===== config.mk =====
export PLATFORM = sky130hd
export DESIGN_NAME = sgb_cell
export DESIGN_NICKNAME = d
export VERILOG_FILES = /design/src/sgb_pkg.sv /design/src/sgb_cell.sv
export SDC_FILE = /design/constraint.sdc
export NUM_CORES = 1
export LEC_CHECK = 0
export BUFFER_PORTS_ARGS = -buffer_cell sky130_fd_sc_hd__buf_2
export CAP_MARGIN = 25
export CORE_AREA = 2 2 53 55
export CTS_BUF_LIST = sky130_fd_sc_hd__clkbuf_2
export DETAILED_ROUTE_END_ITERATION = 10
export DIE_AREA = 0 0 55 57
export HOLD_SLACK_MARGIN = 0.02
export PLACE_DENSITY = 0.77
export RECOVER_POWER = 50
export SKIP_LAST_GASP = 1
export SYNTH_ARGS = -nofsm -noshare
export SYNTH_HDL_FRONTEND = slang
export SYNTH_SLANG_ARGS = --single-unit
export TNS_END_PERCENT = 1

===== constraint.sdc =====
create_clock -name clk -period 0.89 [get_ports clk]
set_clock_uncertainty 0.1 [all_clocks]
set_input_delay 0.178 -clock clk [delete_from_list [all_inputs] [get_ports clk]]
set_output_delay 0.178 -clock clk [all_outputs]
set_load 0.03 [all_outputs]

===== src/sgb_pkg.sv =====
// shared constants, types and tap weights of the separable gaussian blur
package sgb_pkg;

	localparam int MAX_WIDTH  = 2048;
	localparam int MAX_HEIGHT = 2048;
	localparam int TAPS       = 17;
	localparam int HALF       = 8;
	localparam int DIM_W      = 12;
	localparam int COL_W      = $clog2(MAX_WIDTH);
	localparam int ROW_W      = $clog2(MAX_HEIGHT);
	localparam int SLOT_W     = $clog2(TAPS);
	localparam int REG_IDX_W  = 2;
	localparam int PROD_W     = 15;
	localparam int PAIR_W     = 16;
	localparam int SUM_W      = 18;
	localparam int DIV_MUL_W  = 17;
	localparam int DIV_SHIFT  = 26;
	localparam int FLUSH_W    = 4;

	// reciprocal of 748 at 2^26, exact for sums below 2^18
	localparam logic [DIV_MUL_W-1:0] DIV_MUL = DIV_MUL_W'(89718);

	typedef logic [31:0] word_t;

	typedef enum logic [REG_IDX_W-1:0] {
		REG_FRAME_WIDTH   = 2'd0,
		REG_FRAME_HEIGHT  = 2'd1,
		REG_BORDER_RADIUS = 2'd2
	} reg_idx_t;

	typedef struct packed {
		logic              wr;
		logic [COL_W-1:0]  col;
		logic [SLOT_W-1:0] slot;
		logic              copy;
	} hctl_t;

	typedef struct packed {
		logic              emit;
		logic              last;
		logic [COL_W-1:0]  col;
		logic [SLOT_W-1:0] slot;
		logic              copy;
		logic [TAPS-1:0]   mask;
	} vctl_t;

	function automatic logic [6:0] tap_weight(input int t);
		int d;
		logic [6:0] w;
		d = t - HALF;
		if (d < 0) d = -d;
		unique case (d)
			0: w = 7'd80;
			1: w = 7'd77;
			2: w = 7'd70;
			3: w = 7'd59;
			4: w = 7'd46;
			5: w = 7'd34;
			6: w = 7'd24;
			7: w = 7'd15;
			8: w = 7'd9;
			default: w = 7'd0;
		endcase
		return w;
	endfunction

endpackage


===== src/sgb_cell.sv =====
// one cell of the row window: a pixel and its in-row flag, passed to the next cell
module sgb_cell (
	input  logic           clk,
	input  logic           arst_n,
	input  logic           shift,
	input  logic           clr,
	input  sgb_pkg::word_t d_in,
	input  logic           v_in,
	output sgb_pkg::word_t d_out,
	output logic           v_out
);

	sgb_pkg::word_t data_q;
	logic           valid_q;

	always_ff @(posedge clk) begin
		if (shift) begin
			data_q <= d_in;
		end
	end

	always_ff @(posedge clk or negedge arst_n) begin
		if (!arst_n) begin
			valid_q <= 1'b0;
		end else if (shift) begin
			valid_q <= v_in & ~clr;
		end
	end

	assign d_out = data_q;
	assign v_out = valid_q;

endmodule


Word level (Yosys, flattened, before mapping) --
Cells that the tools add are included.
Storage, ports and cells: register bits after elaboration 33, input port bits 37, output and inout bits 33, word-level logic and storage cells 4
Cells by class: bitwise gates (word level) 2
Operators with widths (count):
- $and 1x1->1 | 1
- $not 1->1 | 1

Depth between registers and ports, before layout --
Gate-level depths: netlist (run 1).
depth after elaboration 2, mapped depth 2, mapped depth without buffers 2

Least setup slack after synthesis (run 1) --
Ideal clock, no wire load.
kind reg2reg, start register, netlist name v_out, end register valid_q (netlist: v_out), setup time 0.076 ns, arrival time 0.666 ns, path slack 0.048 ns, cell stages (with the launch flop) 3, period minus slack after synthesis 0.842 ns, path through dfrtp_1 inv_1 o21ai_1
RTL lines:
- end signal: assignment | RTL line sgb_cell.sv:26 | valid_q <= v_in & ~clr;
- end: declaration | RTL line sgb_cell.sv:14 | logic valid_q;

Worst setup path after layout (run 1) --
start register data_q[10] (netlist: d_out[10]), end output d_out[10]
RTL lines:
- start: declaration | RTL line sgb_cell.sv:13 | sgb_pkg::word_t data_q;
- start signal: assignment | RTL line sgb_cell.sv:18 | data_q <= d_in;
- end: declaration | RTL line sgb_cell.sv:9 | output sgb_pkg::word_t d_out,
No word-level cell between the ends.

==> run summary, run 1 <==
The run finished, with violations left. The checks that failed: negative setup slack. The pin count of the biggest net entering global routing came out at 23. The total of fill cells in the finished design came out at 174. Along the worst hold path, the cell count comes to 2. Grouping stages by cell kind, the critical path spends the most delay in flip-flops.

The die extent in x is 55 um. After routing, the total negative slack on setup checks comes to -10530 ps. The final count of pins violating max slew is 0.

Summing every instance area after synthesis gives 0.001002 mm2. The pre-antenna-repair detailed-routing pass consisted of 4 iterations. Detailed placement ended at an HPWL of 1.351 mm. STA classifies the critical path startpoint as a flip-flop. The weighted congestion at the end of routability-driven global placement came out at 0.6681. Synthesis produced a netlist with a net count of 73. The number of vias per cell is 4.399. The number of enable flip-flop cells after synthesis is 32. The clock passes through at most 2 buffers. For this run, the share of the core covered by cells in the final layout is 71.44%.

The critical hold path startpoint is shift. In the post-synthesis netlist, the cell with the most instances is sky130_fd_sc_hd__edfxtp_1. For this run, the total global-route usage over all layers was measured as 19.50%.

The average routed wire per standard cell is 14.17 um. 70 I/O pins were placed. The average instance area after synthesis came out at 27.84 um2. The worst reg-to-reg path cell count is 3. The maximum resistive drop on vdd came out at 1.565 mV.

Walking the worst path, the cells encountered are buf_6. The headroom to the max-slew limit came out at 59.26%. The power per unit of standard cell area came out at 1851 mW/mm2.

The final hold violation count came out at 0. For this design, the slowest cell found on the critical path is sky130_fd_sc_hd__edfxtp_1. The start of the worst register-to-register path is v_out. Among all flip-flop cells after synthesis, the most frequent one is sky130_fd_sc_hd__edfxtp_1. The clock latency on the worst-skew pair came out at 360 ps. The remaining routing DRC violations came out at 0. The first global-routing pass estimated 3.836 mm of wire. The clock root buffer is sky130_fd_sc_hd__clkbuf_2. The worst slack at placement came out at -13.14 ps. The share of the cycle needed by the critical path after routing is 141.6%. The path with the worst hold slack has its endpoint at d_out[18]. After detailed placement, the design holds a cell count of 138. The proportion of synthesized chip area in sequential cells is 98.38%. The fraction of layout cells with a size suffix above 1 came out at 50.66%. The slew at the pin with the worst max-slew slack is 611.1 ps. The leakage power is 0.8168 nW.

The number of clock buffers inserted by TritonCTS is 5. The Yosys warning count is 0. Wires add up to 2.594 mm. The number of buffers added on ports is 69. Along the worst path, the maximum fanout reaches 1. The core region is 0.002615 mm2. STA puts the critical path data arrival time at 980 ps. In this run the critical register-to-register path is captured at v_out.

The cell count after synthesis is 36. Subtracting the final worst setup slack from the clock period gives 1260 ps. The least setup slack across all paths after layout came out at -370.5 ps. By count the netlist is led by sky130_fd_sc_hd__edfxtp_1 (32), sky130_fd_sc_hd__dfrtp_1 (1), sky130_fd_sc_hd__inv_1 (1), sky130_fd_sc_hd__nand3b_1 (1), sky130_fd_sc_hd__o21ai_1 (1). The highest achievable clock rate came out at 0.7934 GHz.

TritonCTS built the clock tree. The number of core rows came out at 19. After the last flow step, the layout net total stands at 188. The die span in y is 57 um. The fraction of registers with async set/reset came out at 3.030%. The layout-stage area growth over the synthesis result came out at 86.39%. The DRC violation total after the first TritonRoute iteration is 9. After synthesis, the largest area contributor takes up 95.88% of total cell area. The type of the setup path with the least slack is flip-flop to output pin. The final setup violation count came out at 33. The combined buffer and inverter count along the critical path came out at 1. The die covers 0.003135 mm2. The clock slew seen by the registers of the worst setup and hold paths came out at 160 ps.

Setup repair after global routing could not meet its margin everywhere. STA classifies the critical path endpoint as an output pin. For flop-to-flop paths, the worst setup slack is 10 ps. The H-tree was split into 2 levels.

In the post-synthesis netlist, the biggest area contributors are sky130_fd_sc_hd__edfxtp_1 (96%), sky130_fd_sc_hd__dfrtp_1 (2.5%), sky130_fd_sc_hd__nand3b_1 (0.75%). The library cell with the largest summed area after synthesis is sky130_fd_sc_hd__edfxtp_1. Detailed routing inserted a total of 805 vias. The number of global-route vias before repair is 887. Max-cap violations in this run came to 0. The antenna diode count came out at 0.

The non-filler instance count after layout came out at 183. The largest stage delay on the critical path came out at 460 ps. Summed over all layers, the global routing overflow is 0.

The register cell area after layout came out at 985.9 um2. The number of flip-flops and latches in the synthesized netlist is 33. The count of distinct cell types in the synthesized netlist came out at 5. The initial core utilization came out at 38.33%.

The tightest min-delay check is of the input pin to flip-flop type. The smallest hold slack is 334.1 ps. The required time at the endpoint of the critical path is 610 ps. For this design, the sink count on the clock tree is 33. The multi-input combinational cells in the finished layout cover a total of 12.51 um2. The antenna violation net count after detailed routing is 0.

The number of antenna violations at the first check in global routing is 0.
-- cell type report --
cell class | count | share of cell area, %
clock inverters | 2 | 1.808
well taps | 31 | 2.076
inverters | 1 | 0.2009
multi-input cells | 2 | 0.6698
repair buffers | 108 | 40.86
flip-flops and latches | 33 | 52.78
clock buffers | 6 | 1.608
-- repair_timing --
| item | CTS | global route |
|---|---|---|
| gates resized for setup | 6 | 13 |
| pin swaps | 0 | 0 |
| buffers inserted | 0 | 1 |
| hold buffers | 36 | 0 |
| setup endpoints to repair | 33 | 33 |
| hold endpoints to repair | 34 | 0 |
-- per-layer routing --
| metal | global-route usage [%] | part of all wire (%) | vias to the layer above |
|---|---|---|---|
| met5 | 0 | 0 | - |
| met1 | 17.06 | 32 | 362 |
| met4 | 13.59 | 3.4 | 0 |
| li1 | - | - | 373 |
| met2 | 31.12 | 52 | 60 |
| met3 | 12.30 | 13 | 10 |
-- stage by stage --
stage | power, W | area (um2)
floorplan | 0.002164 | 1002
global placement | 0.002382 | 1426
detailed placement | 0.002394 | 1426
CTS | 0.003458 | 1869
global route | 0.003598 | 1868
finish | 0.003459 | 1868
-- power by group --
group | internal (W) | switching [W] | leakage, nW
clock network | 0.000480 | 0.000464 | 0.0406
registers | 0.00184 | 0.0000385 | 0.326
logic | 0.000273 | 0.000365 | 0.450
-- cells by family (layout without fill, tap and decap cells) --
family,after synthesis,after routing,share of synthesized area (%)
buf+inv,1,117,0.3742
compound gates,1,1,0.4989
simple gates,1,1,0.7493
flops,33,33,98.38
-- flip-flops by register name, indices dropped and copies added, names as in the netlist --
| name | flops |
|---|---|
| d_out | 32 |
| v_out | 1 |
-- how the worst max path moves through the flow --
stage                          from         to  slack, ps  cells past startpoint
after detailed placement      shift   d_out[9]        -10                      2
after global routing      d_out[22]  d_out[22]       -430                      1
final                     d_out[10]  d_out[10]       -370                      1
after floorplan               v_out      v_out         50                      2
after CTS                  d_out[6]   d_out[6]       -360                      1
after global placement        shift   d_out[5]       -0.8                      2
-- placed cells by master, fill, tap and decap left out --
cell / count
sky130_fd_sc_hd__o21ai_1: 1
sky130_fd_sc_hd__buf_4: 3
sky130_fd_sc_hd__edfxtp_1: 32
sky130_fd_sc_hd__buf_2: 60
sky130_fd_sc_hd__clkbuf_1: 2
sky130_fd_sc_hd__dlygate4sd3_1: 36
sky130_fd_sc_hd__dfrtp_1: 1
sky130_fd_sc_hd__buf_6: 6
sky130_fd_sc_hd__clkbuf_2: 7
sky130_fd_sc_hd__inv_1: 1
sky130_fd_sc_hd__bufinv_16: 1
sky130_fd_sc_hd__clkinv_1: 1
sky130_fd_sc_hd__nand3b_1: 1
(Power assumes the default switching activity.)
==> inputs of run 2 (changes only) <==
CORE_AREA = 5 5 56 58   (was 2 2 53 55)
DIE_AREA = 0 0 61 63   (was 0 0 55 57)
RECOVER_POWER = unset   (was 50)
==> run summary, run 2 (synthesis results as in run 1) <==
The flow ran to the end, but the final reports show violations. The checks that failed: negative setup slack. The maximum resistive drop on vdd is 1.500 mV (-4.2%). The remaining routing DRC violations is 0 (unchanged). The slew at the pin with the worst max-slew slack came out at 181.2 ps (-429.9 ps). The share of the cycle needed by the critical path after routing is 144.8% (+3.2 points). The die span in y is 63 um (+11%). The net total in the final layout came to 187 (-0.53%).

The final routed wirelength across all metal layers is 3.332 mm (+28%). The worst setup path is launched from a flip-flop. The worst slack at placement came out at -10.86 ps (+2.276 ps). The number of antenna violations at the first check in global routing came out at 0 (unchanged).

The flip-flop count of the largest register after layout is 32 (unchanged). The final setup violation count came out at 34 (+3.0%). The number of max-cap violations is 0 (unchanged). The largest stage delay on the critical path came out at 470 ps (about the same). The clock latency on the worst-skew pair is 360 ps (about the same). The arrival time of data at the critical path endpoint came out at 1010 ps (+30 ps). Setup repair after global routing could not meet its margin everywhere. The layout-stage area growth over the synthesis result is 83.52%. The root buffer cell chosen for the clock tree is sky130_fd_sc_hd__clkbuf_2. The weighted congestion at the end of routability-driven global placement was 0.6449 (-3.5%).

TritonCTS built the clock tree. The setup total negative slack is -11310 ps (-778.2 ps). The initial core utilization is 38.33% (unchanged). The min-delay analysis places its worst path in the category input pin to flip-flop. The required time at the endpoint of the critical path was 610 ps (about the same). The pin count of the biggest net entering global routing is 23 (unchanged). The number of clock sinks came out at 33 (unchanged). The power after layout was 0.003229 W (-6.6%).

The level count of the clock H-tree is 2 (unchanged). The type of the setup path with the least slack is flip-flop to output pin. The number of vias after detailed routing is 819 (+1.7%). The DRC violation total after the first TritonRoute iteration came out at 21 (+12). The final count of pins violating max slew came to 0 (unchanged). The highest net fanout along the worst path was 1 (unchanged). The antenna violation net count after detailed routing is 0 (unchanged). The clock slew seen by the registers of the worst setup and hold paths came to 180 ps (+20 ps).

The fraction of layout cells with a size suffix above 1 was 52.32% (+1.7 points). The core box area is 0.002615 mm2 (unchanged). The power per unit of standard cell area is 1756 mW/mm2 (-5.2%). In the layout the commonest cells are sky130_fd_sc_hd__buf_2 (67), sky130_fd_sc_hd__dlygate4sd3_1 (36), sky130_fd_sc_hd__edfxtp_1 (32). The largest delay contributor family on the critical path is flip-flops. The least setup slack across all paths after layout came to -398.7 ps (-28.25 ps). The instance area at placement came out at 0.001426 mm2 (unchanged). The most common cell after layout, fill and taps aside is sky130_fd_sc_hd__buf_2. The maximum clock insertion buffer count came out at 2 (unchanged). The number of vias per cell is 4.500 (+2.3%). The number of top-level design ports came out at 70 (unchanged). The aggregate global routing overflow is 0 (unchanged). The number of core rows is 19 (unchanged). The average routed wire per standard cell came out at 18.31 um (+29%). The headroom to the max-slew limit is 87.92% (+29 points). The antenna diode count is 0 (unchanged). The final hold violation count was 0 (unchanged). The smallest hold slack is 116.7 ps (-217.4 ps). The worst setup path is captured at an output pin. The number of global-route vias before repair is 950 (+7.1%).

The detailed placement HPWL is 1.683 mm (+25%). Walking the worst path, the cells encountered are buf_6. The number of buffers added on ports is 69 (unchanged). The total iterations of the first detailed-routing run came out at 4 (unchanged). The area enclosed by the die boundary came out at 0.003843 mm2 (+23%). The combined buffer and inverter count along the critical path came to 1 (unchanged). The number of clock buffers inserted by TritonCTS came out at 5 (unchanged). The leakage power was 0.8103 nW (-0.79%). The post-route minimum period came out at 1289 ps (+28.25 ps). The design area is 0.001839 mm2 (-1.5%). The largest individual stage delay along the critical path comes from the cell sky130_fd_sc_hd__edfxtp_1. The aggregate global-route resource usage is 19.78% (+0.28 points). The global-route wire length before repair is 5.085 mm (+33%). The highest achievable clock rate came to 0.7760 GHz (-2.2%). The die extent in x came to 61 um (+11%).
-- run 2: final cells by class --
class                           instances  area [um2]
Clock inverter                          2       10.01
Tap cell                               31       38.79
Sequential cell                        33       985.9
Fill cell                             164       775.7
Timing Repair Buffer                  107       758.2
Inverter                                1       3.754
Clock buffer                            6       30.03
Multi-Input combinational cell          2       12.51
-- run 2: where the power goes --
group | internal, W | switching (W) | total [W] | leakage [nW]
registers | 0.00184 | 0.0000416 | 0.00188 | 0.326
clock network | 0.000198 | 0.000505 | 0.000702 | 0.0327
logic | 0.000265 | 0.000383 | 0.000647 | 0.451
-- run 2: final timing paths --
check	from	end	slack, ps	depth (start not counted)
worst max-delay path	d_out[10]	d_out[10]	-400	1
worst min-delay path	shift	d_out[22]	120	2
worst max register to register	v_out	v_out	120	2
worst min register to register	v_out	v_out	500	2
max in group asynchronous	arst_n	v_out	50	3
min in group asynchronous	arst_n	v_out	540	3
-- run 2: what timing repair did --
action	4_1_cts	5_1_grt
resized for setup	2	3
hold buffers	36	0
endpoints found under the hold margin	34	0
setup buffers	0	0
endpoints found under the setup margin	33	34
-- run 2: per-stage QoR --
step           std cells  util [%]
3_5_place_dp         138     54.55
2_1_floorplan         36         -
4_1_cts              182     70.10
5_1_grt              182     70.33
3_3_place_gp         138     54.55
6_report             182     70.33
-- run 2: per-layer routing --
| layer | global-route usage, % | up-vias | wire length [um] |
|---|---|---|---|
| met5 | 0 | - | 0 |
| met4 | 8.401 | 0 | 63 |
| met3 | 11.16 | 6 | 409 |
| met2 | 27.54 | 66 | 1588 |
| met1 | 25.03 | 378 | 1271 |
| li1 | - | 369 | - |
